<file path="config.mk">
export PLATFORM = sky130hd
export DESIGN_NAME = swms_rsp_fifo
export DESIGN_NICKNAME = d
export VERILOG_FILES = /design/src/sv/swms_pkg.sv /design/src/sv/swms_rsp_fifo.sv
export SDC_FILE = /design/constraint.sdc
export NUM_CORES = 1
export LEC_CHECK = 0
export BUFFER_PORTS_ARGS = -buffer_cell sky130_fd_sc_hd__buf_2
export CORE_MARGIN = 3
export CORE_UTILIZATION = 30
export CTS_CLUSTER_SIZE = 8
export DETAILED_ROUTE_END_ITERATION = 8
export GPL_TIMING_DRIVEN = 1
export PLACE_DENSITY = 0.51
export SYNTH_ARGS = -nofsm -noshare
export SYNTH_HDL_FRONTEND = slang
export SYNTH_SLANG_ARGS = --single-unit
</file>
<file path="constraint.sdc">
create_clock -name clock -period 6.2 [get_ports clock]
set_clock_uncertainty 0.05 [all_clocks]
set_input_delay 1.24 -clock clock [delete_from_list [all_inputs] [get_ports clock]]
set_output_delay 1.24 -clock clock [all_outputs]
set_load 0.05 [all_outputs]
</file>
<file path="src/sv/swms_pkg.sv">
// Package for the sliding window maximum sum block: field widths, fixed constants
// and the types shared by the top level, the response queue and the bench.
// Depends on nothing.
package swms_pkg;

   localparam int SAMPLE_W    = 32;   // width of one input sample
   localparam int SUM_W       = 42;   // width of window sums
   localparam int LEN_W       = 11;   // width of the window length register
   localparam int RSP_DEPTH   = 8;    // entries in the response queue
   localparam int RSP_PTR_W   = 3;    // pointer width into the response queue
   localparam int RSP_CNT_W   = 4;    // fill count width, holds RSP_DEPTH itself

   localparam logic [LEN_W-1:0] COUNT_MAX  = 11'd2047;
   localparam logic [LEN_W-1:0] LEN_RESET  = 11'd1;

   // One result word as it waits in the response queue.
   typedef struct packed {
      logic signed [SUM_W-1:0] max_sum;
      logic                    found;
   } rsp_entry_type;

   // Control flags that follow a sample down the pipeline.
   typedef struct packed {
      logic valid;   // stage holds a sample
      logic last;    // sample closes its sequence
      logic sub;     // oldest sample leaves the window
      logic set;     // first full window: best takes the sum
      logic upd;     // later window: best takes the sum if larger
      logic found;   // a full window exists at the end of the sequence
   } stage_ctl_type;

endpackage

</file>
<file path="src/sv/swms_rsp_fifo.sv">
// Small response queue that holds finished result words until the consumer takes them.
// Depends on swms_pkg for the entry type and the queue depth.
module swms_rsp_fifo (
   input  logic                                clock,
   input  logic                                reset,
   input  logic                                push,
   input  swms_pkg::rsp_entry_type             push_data,
   input  logic                                pop,
   output swms_pkg::rsp_entry_type             head_data,
   output logic [swms_pkg::RSP_CNT_W-1:0]      fill_count
);

   swms_pkg::rsp_entry_type                 fifo_mem [swms_pkg::RSP_DEPTH];
   logic [swms_pkg::RSP_PTR_W-1:0]          wr_ptr_ff;
   logic [swms_pkg::RSP_PTR_W-1:0]          rd_ptr_ff;
   logic [swms_pkg::RSP_CNT_W-1:0]          count_ff;
   logic [swms_pkg::RSP_CNT_W-1:0]          count_in;

   always_comb begin
      count_in = count_ff;
      if (push && !pop) begin
         count_in = count_ff + 1'b1;
      end else if (pop && !push) begin
         count_in = count_ff - 1'b1;
      end
   end

   always_ff @(posedge clock) begin
      if (reset) begin
         wr_ptr_ff <= '0;
         rd_ptr_ff <= '0;
         count_ff  <= '0;
      end else begin
         if (push) begin
            wr_ptr_ff <= wr_ptr_ff + 1'b1;
         end
         if (pop) begin
            rd_ptr_ff <= rd_ptr_ff + 1'b1;
         end
         count_ff <= count_in;
      end
   end

   always_ff @(posedge clock) begin
      if (push) begin
         fifo_mem[wr_ptr_ff] <= push_data;
      end
   end

   assign head_data  = fifo_mem[rd_ptr_ff];
   assign fill_count = count_ff;

endmodule

</file>
== Yosys cells after proc, flatten, opt, wreduce, memory -nomap -nowiden ==
Memory sizes are Yosys's and may differ from the RTL's. A register that Yosys moved wholly into a read port is not among the register bits.
Cells that the tools add are included.

* Bits in registers: 10
* Bits in latches: 0
* Bits in writable memories: 344
* Bits in read-only memories: 0
* Input bits: 47
* Logic and storage cells: 19
* Memories: 1

{| class="wikitable"
|+ Memory list
! memory !! words !! bits a word !! rd ports !! clocked after memory_dff !! write ports !! RTL line !! text
|-
| fifo_mem || 8 || 43 || 1 || 1 || 1 || swms_rsp_fifo.sv:13 || <nowiki>swms_pkg::rsp_entry_type fifo_mem [swms_pkg::RSP_DEPTH];</nowiki>
|}

* $add $sub $neg: 4
* Multipliers: 0
* Div/mod/pow operators: 0
* $lt $le $gt $ge: 0
* Equal/unequal tests: 0
* Shift-type cells: 0
* Mux-type cells: 6
* Bitwise gates (word level): 0
* Reduce and logical (&&, ||, !) cells: 5

{| class="wikitable"
|+ Operator list
! kind !! number
|-
| 4-bit two-way mux || 2
|-
| 3-bit by 1-bit adder with 3-bit output, second input constant || 2
|-
| 3-bit two-way mux || 2
|-
| 4-bit by 1-bit adder with 4-bit output, second input constant || 1
|-
| 4-bit by 1-bit subtractor with 4-bit output, second input constant || 1
|-
| 1-bit logical AND || 2
|-
| 1-bit logical NOT || 2
|-
| 1-bit two-way mux || 2
|-
| 2-bit nonzero test || 1
|}

== Depth between registers and ports, before layout ==
* Depth after elaboration: 4
* Depth in mapped cells: 8

== Worst setup path before layout ==
OpenSTA, ideal clock, no wires.

* Kind: input to register
* From: input push
* To: memory fifo_mem[0][0] (netlist name), enable pin
* Library setup time: 0.497 ns
* Arrival: 4.278 ns
* Slack: 1.375 ns
* Cell stages on the path: 2
* Buffers on the path: 0
* Cells stage by stage: nand2b_1 > nor3_1

* Longest elaborated chain between the ends: 2

{| class="wikitable"
|+ Ends and longest elaborated chain
! what !! RTL line !! text
|-
| start: declaration || swms_rsp_fifo.sv:6 || <nowiki>input logic push,</nowiki>
|-
| 1-bit two-way mux || swms_rsp_fifo.sv:45 || <nowiki>if (push) begin</nowiki>
|-
| 1-bit two-way mux (not written as such) || swms_rsp_fifo.sv:46 || <nowiki>fifo_mem[wr_ptr_ff] <= push_data;</nowiki>
|-
| end: declaration || swms_rsp_fifo.sv:13 ||
|}

No other way between the ends.

==> key figures <==
Synthesis
  – Syn_area_per_cell: 24.38 um2
  – Post-synth ARST share: 0
  – Post-synth EDFFs: 344
  – Post-synth top area cell: edfxtp_1
  – Largest cells by area after synthesis: edfxtp_1 75%, mux4_2 11%, mux2_4 4.4%
  – Mapped Cells: 565
  – Sequential fraction of the synthesis area: 0.7688
  – Syn nets: 618
  – Yosys reg bits: 357
  – Xor and xnor area share after synthesis: 0.003815
  – Top_reg_cell synth: edfxtp_1
  – Adder-Cell Fraction of Synth Area: 0.005995
  – Syn. warnings: 0
  – Post-Synth Simple-Gate Area: 0.009173
  – Yosys cell types: 27
  – Netlist Area Pre-Place: 13780 um2
  – Compound-Gate Fraction of Synth Area: 0.001726
  – Mux contribution to synthesized area: 0.1946
  – Synth top area share: 0.7499
  – Main combinational cell family by area after synthesis: multiplexers

STA
  – Final setup vio count: 0
  – Final setup margin: 1.874 ns
  – Setup TNS: 0 ns
  – Slew Limit Fails: 0
  – Slew headroom: 0.1432
  – Actual slew at the worst max-slew pin: 1.282 ns
  – Final-report hold violation count: 0
  – Hold slack final: 0.4784 ns
  – RSZ-0062 raised after global routing: no
  – Fin crit period: 4.326 ns
  – Crit share post-route: 0.6978
  – F_max: 231.2 MHz

Setup path
  – Cells along the critical path: buf_12, mux4_1, mux2_4, buf_2
  – CP Class: reg2out
  – Crit path arrival time: 3.04 ns
  – CP Max Fanout: 52
  – R2R depth: 3
  – Worst path slowest cell: dfxtp_4
  – CP startpoint kind: flop
  – Worst Path Required: 4.91 ns
  – Crit path capture type: output pin
  – CP max stage delay: 0.82 ns

Place
  – Placed Cells: 1236
  – DP Wirelength: 16.28 mm
  – Placed Instance Area: 14950 um2
  – # port buffers: 93
  – Setup WS pre-CTS: 2.380 ns
  – GPL Wtd Cong: 0.6745

Drt
  – DR vias: 6053
  – DRT Pass-1 Iters: 6
  – Iter 0 DRT Violations: 381
  – Drt via density: 4.617
  – Drt wl/cell: 22.82 um
  – Total Routed Length: 29.91 mm
  – DR DRC count: 0
  – ANT nets after route: 0

GRT
  – First-pass GRT wire length: 44.36 mm
  – GRT Total Usage: 0.1262
  – Vias in the first global route: 6839
  – Number of antenna violations at the first check in global routing: 4
  – Maximum number of pins on one net before global-route repair: 57
  – Gr ovfl total: 0

Floorplan
  – Io pins: 94
  – CORE AREA: 44800 um2
  – Initial core utilization: 0.3075
  – Die ar.: 48530 um2
  – Die height: 220.3 um
  – Rows: 77
  – Die W: 220.3 um

Clocking
  – Max clock buf depth: 3
  – Postcts setup bufs: 0
  – CTS tree: built
  – CTS resizes: 0
  – CTS buffer count: 50
  – Hold buffers post-CTS: 0
  – Clock slew at reported path FFs: 0.05 ns
  – Max H-tree Level: 2
  – Clock root buffer: clkbuf_16
  – Sink Count: 357
  – Clock insertion delay at the later pin of the skew report: 0.56 ns

Cells and area
  – Fin nets: 749
  – # fillers: 4098
  – Fraction of layout cells with a size suffix above 1: 0.3905
  – Register area: 10600 um2
  – Post-Layout Cell Count: 1311
  – Non-Filler Cell Area, Final: 16310 um2
  – Multi-input gate area: 3020 um2
  – Area delta synth->final: 18.43%

Run status
  – Status: completed

Min path
  – Hold Path Class: reg2reg
  – WHS Path Cells: 2

Power
  – P per Cell Area: 353.5 nW/um2
  – Static Leak: 5.308 nW
  – Worst vdd ir: 0.1939 mV

Flow run
  – Max cap viols: 0
-- Yosys cell counts (4+ instances only) --
cell,count
edfxtp_1,344
nor2_1,19
clkbuf_1,11
buf_2,6
nand2_1,4
mux4_1,18
dfxtp_1,13
mux2_4,40
ha_1,5
clkbuf_4,4
buf_12,5
mux4_2,68
-- metal layers --
layer,vias to the layer above,share of wire,GRT usage
met1,3209,0.43,0.1599
met3,52,0.056,0.03914
li1,2659,-,-
met2,127,0.49,0.2106
met4,6,0.020,0.03477
met5,-,0.0013,0
-- per-stage QoR --
stage               power, mW  utilization
finish                  5.767       0.3642
floorplan               3.277            -
detailed placement      3.440       0.3336
CTS                     5.866       0.3641
global placement        3.418       0.3336
global route            6.007       0.3641
-- critical path, delay by kind of cell (launching register included) --
kind	cells	cell delay, ns
buf+inv	2	0.66
mux	2	0.92
flops	1	0.82
-- flip-flops by register name, summed over array words and instances (netlist names), named ones only --
register and count:
fill_count 4, wr_ptr_ff 3, rd_ptr_ff 3, fifo_mem 344
-- power breakdown --
| group | leakage [nW] | switching [mW] | internal [mW] |
|---|---|---|---|
| clock network | 0.658 | 0.911 | 1.48 |
| logic | 1.42 | 0.373 | 0.235 |
| registers | 3.23 | 0.0517 | 2.72 |
| total | 5.31 | 1.34 | 4.43 |
-- logic make-up after synthesis --
family                   Yosys count
buffers and inverters             29
AO/OA/AOI/OAI                      4
AND/OR/NAND/NOR                   30
XOR/XNOR                           6
adder cells (fa/ha/maj)            6
flip-flops                       357
multiplexers                     133
-- layout by cell type (no fill, tap or decap), drive strengths merged, types with 4 or more instances in the layout --
| cell type | synthesis | layout |
|---|---|---|
| nor2 | 19 | 19 |
| nand2 | 4 | 4 |
| edfxtp | 344 | 344 |
| ha | 5 | 5 |
| mux4 | 86 | 86 |
| dfxtp | 13 | 13 |
| mux2 | 44 | 44 |
| clkbuf | 15 | 71 |
| buf | 12 | 106 |
-- layout make-up --
type / instances / area share
Antenna cell: 2 / 0.0003068
Clock buffer: 71 / 0.08283
Clock inverter: 2 / 0.0007669
Inverter: 2 / 0.0004602
Multi-Input combinational cell: 179 / 0.1851
Sequential cell: 357 / 0.6498
Tap cell: 592 / 0.04540
Timing Repair Buffer: 106 / 0.03528
-- final timing paths --
kind                                   endpoint          from  slack (ns)
worst max-delay path              head_data[26]          flop        1.87
worst max register to register  fifo_mem[2][15]  wr_ptr_ff[2]        3.62
worst min register to register             flop  rd_ptr_ff[1]        0.48
worst min-delay path                       flop  rd_ptr_ff[1]        0.48
Power figures use the tool's default switching activity.
